<file path="config.mk">
export PLATFORM = sky130hd
export DESIGN_NAME = vn3_step
export DESIGN_NICKNAME = d
export VERILOG_FILES = /design/src/rtl/core/vector3_normalize_core_assert.svh /design/src/rtl/core/vn3_pkg.sv /design/src/rtl/core/vn3_step.sv
export SDC_FILE = /design/constraint.sdc
export NUM_CORES = 1
export LEC_CHECK = 0
export BUFFER_PORTS_ARGS = -buffer_cell sky130_fd_sc_hd__buf_2
export CORE_AREA = 5 5 144 214
export CTS_CLUSTER_SIZE = 12
export DETAILED_ROUTE_END_ITERATION = 8
export DIE_AREA = 0 0 149 219
export PLACE_DENSITY = 0.8
export SLEW_MARGIN = 20
export SYNTH_ARGS = -nofsm -noshare
export SYNTH_HDL_FRONTEND = slang
export SYNTH_SLANG_ARGS = --single-unit
</file>
<file path="constraint.sdc">
create_clock -name clock -period 11.27 [get_ports clock]
set_clock_uncertainty 0.1 [all_clocks]
set_input_delay 2.8175 -clock clock [delete_from_list [all_inputs] [get_ports clock]]
set_output_delay 2.8175 -clock clock [all_outputs]
set_load 0.01 [all_outputs]
</file>
<file path="src/rtl/core/vector3_normalize_core_assert.svh">
// ----------------------------------------------------------------------------
// vector3_normalize_core assertion macros
// Property shorthands used by the normalizer pipeline.
// ----------------------------------------------------------------------------
`ifndef VECTOR3_NORMALIZE_CORE_ASSERT_SVH
`define VECTOR3_NORMALIZE_CORE_ASSERT_SVH

// same-cycle implication
`define VN3_ASSERT_NOW(lbl, clk, rst, ante, cons, msg) \
   lbl: assert property (@(posedge clk) disable iff (rst) (ante) |-> (cons)) \
      else $error(msg);

// next-cycle implication
`define VN3_ASSERT_NEXT(lbl, clk, rst, ante, cons, msg) \
   lbl: assert property (@(posedge clk) disable iff (rst) (ante) |=> (cons)) \
      else $error(msg);

`endif

</file>
<file path="src/rtl/core/vn3_pkg.sv">
// ----------------------------------------------------------------------------
// vn3_pkg
// Widths and lane type shared by the vector normalizer pipeline.
// ----------------------------------------------------------------------------
package vn3_pkg;

   localparam int unsigned CW  = 24;   // input component width
   localparam int unsigned MW  = 24;   // magnitude width (up to 2^23)
   localparam int unsigned SQW = 47;   // square of a magnitude
   localparam int unsigned SW  = 48;   // squared length
   localparam int unsigned QW  = 15;   // quotient bits, up to 16384
   localparam int unsigned OW  = 16;   // output component width
   localparam int unsigned FSH = 30;   // (2 * 2^14)^2 as a shift
   localparam int unsigned RW  = 82;   // residual width, signed
   localparam int unsigned PW  = 64;   // running u*S width, signed

   typedef struct packed {
      logic signed [RW-1:0] r;
      logic signed [PW-1:0] p;
      logic [QW-1:0]        t;
      logic                 neg;
   } lane_type;

endpackage

</file>
<file path="src/rtl/core/vn3_step.sv">
// ----------------------------------------------------------------------------
// vn3_step
// One quotient bit of the rounded scaled division c * 2^14 / sqrt(S).
// ----------------------------------------------------------------------------
module vn3_step
   import vn3_pkg::*;
#(
   parameter int unsigned BIT = 0
) (
   input  logic          clock,
   input  logic          en,
   input  logic [SW-1:0] s,
   input  lane_type      lane_in,
   output lane_type      lane_ff
);

   localparam int unsigned SH_P = BIT + 2;
   localparam int unsigned SH_S = 2 * BIT + 2;
   localparam int unsigned SH_U = BIT + 1;

   logic signed [RW-1:0] inc;
   logic signed [RW-1:0] diff;
   logic signed [PW-1:0] p_add;
   logic                 take;
   lane_type             lane_in_next;

   always_comb begin
      inc   = (RW'(lane_in.p) <<< SH_P) + $signed(RW'(s) << SH_S);
      diff  = lane_in.r - inc;
      take  = ~diff[RW-1];
      p_add = $signed(PW'(s) << SH_U);
      lane_in_next     = lane_in;
      if (take) begin
         lane_in_next.r = diff;
         lane_in_next.p = lane_in.p + p_add;
         lane_in_next.t = lane_in.t | (QW'(1) << BIT);
      end
   end

   always_ff @(posedge clock) begin
      if (en) begin
         lane_ff <= lane_in_next;
      end
   end

endmodule
</file>
==> results of run 1 <==
area by class of cell:
class / instances / area, sq um / area share [%]
clock inverters: 15 / 200 / 1.08
multi-input cells: 1390 / 9820 / 52.8
clock buffers: 17 / 425 / 2.29
repair buffers: 379 / 1920 / 10.3
inverters: 230 / 863 / 4.64
flip-flops and latches: 162 / 4860 / 26.2
diodes: 6 / 15.0 / 0.0808
well taps: 390 / 488 / 2.62
layout by cell type, fill, tap and decap left out, types with 6 or more instances in the layout:
| cell | netlist | final |
|---|---|---|
| nor3_1 | 21 | 21 |
| a211oi_1 | 15 | 15 |
| a21o_1 | 68 | 68 |
| o31ai_1 | 15 | 15 |
| nand2b_1 | 14 | 14 |
| xnor2_1 | 78 | 78 |
| or3_1 | 6 | 6 |
| nand2_1 | 164 | 164 |
| o21bai_1 | 28 | 28 |
| a21oi_1 | 214 | 214 |
| nand4_1 | 40 | 40 |
| fa_1 | 49 | 49 |
| o211ai_1 | 13 | 13 |
| a31oi_1 | 10 | 10 |
| edfxtp_1 | 162 | 162 |
| clkbuf_16 | 0 | 17 |
| diode_2 | 0 | 6 |
| nor2b_1 | 10 | 10 |
| nor2_1 | 141 | 141 |
| buf_2 | 10 | 372 |
| and3_1 | 18 | 18 |
| buf_4 | 0 | 6 |
| o21ai_0 | 145 | 145 |
| nand3_1 | 30 | 30 |
| o21a_1 | 15 | 15 |
| inv_1 | 230 | 230 |
| xor2_1 | 52 | 52 |
| ha_1 | 160 | 160 |
per-layer routing:
layer  vias up  part of all wire [%]  global-route usage (%)
met4         2                   5.6                    15.9
met5         -                 0.026                       0
met3       161                   6.6                    4.85
li1       7212                     -                       -
met1      7041                    34                    30.7
met2       679                    54                    56.1
report_power, final:
group	switching, mW	total [mW]	internal (mW)
logic	0.851	1.36	0.509
clock network	0.277	0.633	0.356
registers	0.0410	0.886	0.845
total	1.17	2.88	1.71
how the worst max path moves through the flow:
| stage | startpoint | end | slack (ps) | cells past startpoint |
|---|---|---|---|---|
| CTS | s[1] | lane_ff[160] | 4160 | 15 |
| global placement | s[0] | lane_ff[79] | 3790 | 16 |
| floorplan | s[47] | lane_ff[73] | 4680 | 14 |
| global route | s[1] | lane_ff[160] | 3830 | 16 |
| finish | s[1] | lane_ff[36] | 4050 | 14 |
| detailed placement | s[1] | lane_ff[79] | 3670 | 15 |
cells by family after synthesis:
| logic type | after synthesis |
|---|---|
| AOI/OAI and AO/OA | 568 |
| and+or+nand+nor | 478 |
| muxes | 5 |
| buffers and inverters | 297 |
| adders and majority gates | 209 |
| DFF | 162 |
| xor gates and xnor gates | 130 |
per-stage QoR:
step,std cells,worst slack [ps]
final,2589,4050
after global routing,2585,3830
after CTS,2583,4160
after detailed placement,2551,3670
after global placement,2551,3790
after floorplan,1849,4680
==> key figures, run 1 <==
Run
  – Max_cap viols: 0

Synth
  – Syn Inst Count: 1849
  – Syn_nets: 2270
  – Post-synthesis sequential element count: 162
  – Most frequent cell after synthesis: inv_1
  – Post-Syn Area per Cell: 8.55 sq um
  – Synth Area in Simple Gates: 14.0%
  – Synth area leaders: edfxtp_1 (31%), ha_1 (13%), a21oi_1 (6.8%), fa_1 (6.2%), inv_1 (5.5%)
  – Post-synth top area cell: edfxtp_1
  – Primary FF master, synth: edfxtp_1
  – Post-synthesis mux area share: 0.317%
  – Ys async rst share: 0%
  – Post-synthesis cell type count: 64
  – XOR/XNOR share of the synthesized area: 7.20%
  – Adder-cell share of the synthesized area: 18.9%
  – Number of synthesized flops with an enable pin: 162
  – Area of the mapped netlist: 15800 sq um
  – Share of Yosys cell area claimed by the top area cell type: 30.8%
  – Seq/Total Area, Yosys: 30.8%
  – Post-synth top cells: inv_1 (230), a21oi_1 (214), nand2_1 (164), edfxtp_1 (162), ha_1 (160)
  – Synth Area in Compound Gates: 21.7%
  – Largest family of logic cells by synthesized area: compound AO/OA/AOI/OAI gates
  – Synth Warn #: 0

Detailed routing
  – Residual DRC count: 0
  – Initial DRC count: 1030
  – Antenna Nets Post-Route: 0
  – First-pass iteration count of the detailed router: 5
  – Vias: 15100
  – Total Wirelength: 49.9 mm
  – Vias/cell: 5.83
  – Post-DR wirelength/cell: about 19 um

Clock tree
  – Number of CTS-inserted buffers: 17
  – Root buffer cell: clkbuf_16
  – Postcts setup bufs: 0
  – TritonCTS clock tree: done
  – CTS sink cnt: 162
  – CTS resizes: 0
  – Clk buf depth: 2
  – Post-CTS Hold Buffers: 0
  – H-tree Lvls: 4
  – Clock slew at reported path FFs: roughly 70 ps

Worst setup path
  – WS Path Type: input port to flip-flop
  – Critical path, cell by cell: buf_2 > inv_1 > fa_1 > ha_1 > o21ai_0 > a22oi_1 > a21boi_0 > o211ai_1 > o2111ai_1 > a211oi_2 > o211ai_1 > o211ai_1 > buf_4 > o21ai_0
  – Crit start category: input port
  – Buffering stage count on the worst path with inverters included: 3
  – Worst Path Arrival: 7290 ps
  – CP Max Fanout: 111
  – Largest stage delay, worst path: 800 ps
  – CP most frequent cell: o211ai_1
  – Slowest-stage cell, CP: buf_4
  – Kind of cell adding the most delay to the critical path: compound AO/OA/AOI/OAI gates
  – Worst Path Required: between 10000 and 15000 ps
  – Crit. End Element: flip-flop

Placement
  – GPL Wtd Cong: 0.943
  – Dpl hpwl: 40.6 mm
  – Dpl cell area: 17900 sq um
  – # port buffers: 373

Finish
  – Most flop-heavy register: lane_ff
  – Net count, final: 2601
  – Post-route cell area: 18600 sq um
  – Fill cells: 2535
  – Top flop regs: lane_ff: 162 flops
  – Max FFs per register: ~160
  – Layout cells sized above 1: 19.4%
  – Area Overhead vs Synth: 17.6%
  – Final core occ: approximately two thirds

GRT
  – Gr usage total: 29.6%
  – Largest net degree at the start of global routing: between 100 and 150
  – Antenna violations before repair: 6
  – First-pass GRT wire length: 76.0 mm
  – Total grt overflow: 0
  – Number of global-route vias before repair: 15100

Hold path
  – Hold Path Origin: lane_in[4]
  – Hold path endpoint: lane_ff[4]
  – Hold WC Path Type: input port to flip-flop
  – Hold path cells: 1

Timing
  – Tcrit/Tclk final: 64.1%
  – Least-Margin Pin Slew: 1140 ps
  – Hold_ws: roughly 2400 ps
  – TNS Setup: 0 ps
  – Max-slew violations: 0
  – RSZ-0062 raised after global routing: no
  – FMAX: 138 MHz
  – Count of final hold-check violations: 0
  – Slew margin rel.: 24.2%
  – Final setup vio count: 0
  – Minimum clock period after layout: between 7000 and 8000 ps

Pwr
  – Tot Pwr: 2.88 mW
  – Power per cell area: 155 nW/um^2
  – P_leak: approximately 8.8 nW
  – Peak ir drop on the vdd network: about 120 uV

Floorplanning
  – I/O pin total: ~370
  – Die Area: between 30000 and 40000 sq um
  – Die W: roughly 150 um
  – Starting Density: between 50% and 60%
  – Core Area: ~29000 sq um
  – Row count: 76
  – Chip Height: approximately 220 um

Outcome
  – Outcome: completed
Note: power is estimated with default switching activity, not from simulation.
==> run 2, diff against run 1 <==
--- a/config.mk
+++ b/config.mk
@@ -6,11 +6,11 @@
 export NUM_CORES = 1
 export LEC_CHECK = 0
 export BUFFER_PORTS_ARGS = -buffer_cell sky130_fd_sc_hd__buf_2
-export CORE_AREA = 5 5 144 214
+export CORE_AREA = 5 5 150 224
 export CTS_CLUSTER_SIZE = 12
 export DETAILED_ROUTE_END_ITERATION = 8
-export DIE_AREA = 0 0 149 219
-export PLACE_DENSITY = 0.8
+export DIE_AREA = 0 0 155 229
+export PLACE_DENSITY = 0.77
 export SLEW_MARGIN = 20
 export SYNTH_ARGS = -nofsm -noshare
 export SYNTH_HDL_FRONTEND = slang
==> constraint.sdc (replaced) <==
create_clock -name clock -period 6.1 [get_ports clock]
set_clock_uncertainty 0.1 [all_clocks]
set_input_delay 1.525 -clock clock [delete_from_list [all_inputs] [get_ports clock]]
set_output_delay 1.525 -clock clock [all_outputs]
set_load 0.01 [all_outputs]
==> key figures, run 2 (synthesized netlist as in run 1, its figures left out) <==
Hold path
  – Hold Path Origin: lane_in[9] (was lane_in[4])
  – Hold path cells: 1 (unchanged)
  – Hold WC Path Type: input port to flip-flop (unchanged)
  – Hold path endpoint: lane_ff[9] (was lane_ff[4])

Worst setup path
  – Crit. End Element: flip-flop (unchanged)
  – Worst Path Required: 6200 ps (was 11330 ps)
  – CP Max Fanout: 8 (was 111)
  – Worst Path Arrival: 5580 ps (was 7290 ps)
  – Crit start category: input port (unchanged)
  – WS Path Type: input port to flip-flop (unchanged)

Timing
  – Final setup vio count: 0 (unchanged)
  – Least-Margin Pin Slew: 842 ps (was 1140 ps)
  – FMAX: 182 MHz
  – RSZ-0062 raised after global routing: no (unchanged)
  – Slew margin rel.: 42.4% (was 24.2%)
  – TNS Setup: 0 ps (unchanged)
  – Max-slew violations: 0 (unchanged)
  – Minimum clock period after layout: 5480 ps
  – Tcrit/Tclk final: 89.8%
  – Count of final hold-check violations: 0 (unchanged)

Clock tree
  – Clock slew at reported path FFs: 70 ps (about the same)
  – CTS resizes: 0 (unchanged)
  – Number of CTS-inserted buffers: 17 (unchanged)
  – Clk buf depth: 2 (unchanged)
  – H-tree Lvls: 4 (unchanged)
  – Postcts setup bufs: 0 (unchanged)
  – Root buffer cell: clkbuf_16 (unchanged)
  – TritonCTS clock tree: done (unchanged)
  – Post-CTS Hold Buffers: 0 (unchanged)
  – CTS sink cnt: 162 (unchanged)

Floorplanning
  – Die Area: 35500 sq um (was 32600 sq um)
  – I/O pin total: 374 (unchanged)
  – Chip Height: 229 um (was 219 um)
  – Die W: 155 um (was 149 um)
  – Core Area: 31500 sq um (was 28700 sq um)
  – Row count: 80 (was 76)
  – Starting Density: 50.1% (was 55.0%)

Detailed routing
  – Initial DRC count: 802 (was 1030)
  – Total Wirelength: 51.2 mm (was 49.9 mm)
  – Vias/cell: 5.70 (was 5.83)
  – Residual DRC count: 0 (unchanged)
  – Vias: 15100 (about the same)
  – First-pass iteration count of the detailed router: 5 (unchanged)
  – Antenna Nets Post-Route: 0 (unchanged)
  – Post-DR wirelength/cell: 19.4 um (was 19.3 um)

GRT
  – Total grt overflow: 0 (unchanged)
  – Number of global-route vias before repair: 15400 (was 15100)
  – Gr usage total: 28.0% (was 29.6%)
  – First-pass GRT wire length: 78.5 mm (was 76.0 mm)
  – Antenna violations before repair: 10 (was 6)
  – Largest net degree at the start of global routing: 83 (was 112)

Pwr
  – Peak ir drop on the vdd network: 200 uV (was 121 uV)
  – Tot Pwr: 5.41 mW (was 2.88 mW)
  – P_leak: 8.97 nW (was 8.77 nW)
  – Power per cell area: 286 nW/um^2 (was 155 nW/um^2)

Finish
  – Area Overhead vs Synth: 19.8% (was 17.6%)
  – Most common cell after layout, fill and taps aside: buf_2 (unchanged)
  – Layout cells sized above 1: 20.8% (was 19.4%)
  – Most flop-heavy register: lane_ff (unchanged)
  – Top flop regs: lane_ff: 162 flops (unchanged)
  – Net count, final: 2638 (was 2601)
  – Max FFs per register: 162 (unchanged)
  – Most frequent cells in the layout: buf_2 (372), inv_1 (230), a21oi_1 (214) (unchanged)
  – Fill cells: 2873 (was 2535)

Placement
  – GPL Wtd Cong: 0.946 (was 0.943)
  – # port buffers: 373 (unchanged)
  – Dpl hpwl: 42.3 mm (was 40.6 mm)

Outcome
  – Outcome: completed (unchanged)

Run
  – Max_cap viols: 0 (unchanged)
==> run 2: changes by cell type in the layout (fill, tap and decap cells not counted) <==
cell and delta:
clkinv_8 -1, diode_2 -1, clkinv_4 -3, buf_4 +33, clkinv_1 -2, clkinv_2 +1
inv_6 +4, buf_12 +4
==> run 2: worst max-delay path by stage <==
stage	slack (ps)	endpoint	from	cells after the start
after global placement	240	lane_ff[73]	lane_in[63]	16
after detailed placement	200	lane_ff[79]	s[0]	17
final	620	lane_ff[79]	s[0]	17
after global routing	410	lane_ff[73]	s[1]	16
after CTS	650	lane_ff[79]	s[0]	17
after floorplan	800	lane_ff[73]	s[47]	14
==> run 2: area by class of cell <==
| cell class | instances | area, sq um | share of cell area (%) |
|---|---|---|---|
| Tap cell | 410 | 513 | 2.71 |
| Sequential cell | 162 | 4860 | 25.7 |
| Clock buffer | 17 | 425 | 2.25 |
| Multi-Input combinational cell | 1390 | 9820 | 51.9 |
| Clock inverter | 14 | 190 | 1.00 |
| Timing Repair Buffer | 416 | 2250 | 11.9 |
| Antenna cell | 5 | 12.5 | 0.0661 |
| Inverter | 230 | 863 | 4.56 |
==> run 2: layer usage <==
| metal | GRT usage (%) | up-vias | wire length (um) |
|---|---|---|---|
| li1 | - | 7275 | - |
| met1 | 27.7 | 6997 | 17400 |
| met2 | 53.0 | 594 | 27500 |
| met3 | 4.49 | 191 | 2920 |
| met4 | 17.7 | 10 | 3400 |
| met5 | 0 | - | 59 |
==> run 2: stage by stage <==
| step | hold WS, ps | setup slack, ps | util [%] | instance area, sq um | std cells |
|---|---|---|---|---|---|
| 5_1_grt | 1130 | 411 | 60.0 | 18900 | 2643 |
| 3_5_place_dp | 1600 | 205 | 58.0 | 18300 | 2608 |
| 6_report | 1140 | 620 | 60.0 | 18900 | 2644 |
| 3_3_place_gp | 1600 | 238 | 58.0 | 18300 | 2608 |
| 2_1_floorplan | 1520 | 799 | - | 15800 | 1849 |
| 4_1_cts | 1120 | 650 | 60.0 | 18900 | 2639 |
==> run 2: worst max-delay path: stages <==
cell       delay [ps]
buf_2              90
ha_1              190
inv_1              70
fa_1              400
nand2b_1          200
a21oi_1           270
o21bai_1          220
a2111oi_0         780
buf_4             250
o21ai_0           140
nand3_1           160
a31oi_1           160
o31a_1            350
nor4_4            280
buf_4             210
nand3_1           100
xnor2_1           140
==> run 2: power by group <==
| part | internal [mW] | total, mW | switching [mW] |
|---|---|---|---|
| registers | 1.56 | 1.63 | 0.0688 |
| clock network | 0.658 | 1.17 | 0.513 |
| logic | 1.01 | 2.61 | 1.60 |
| total | 3.23 | 5.41 | 2.18 |
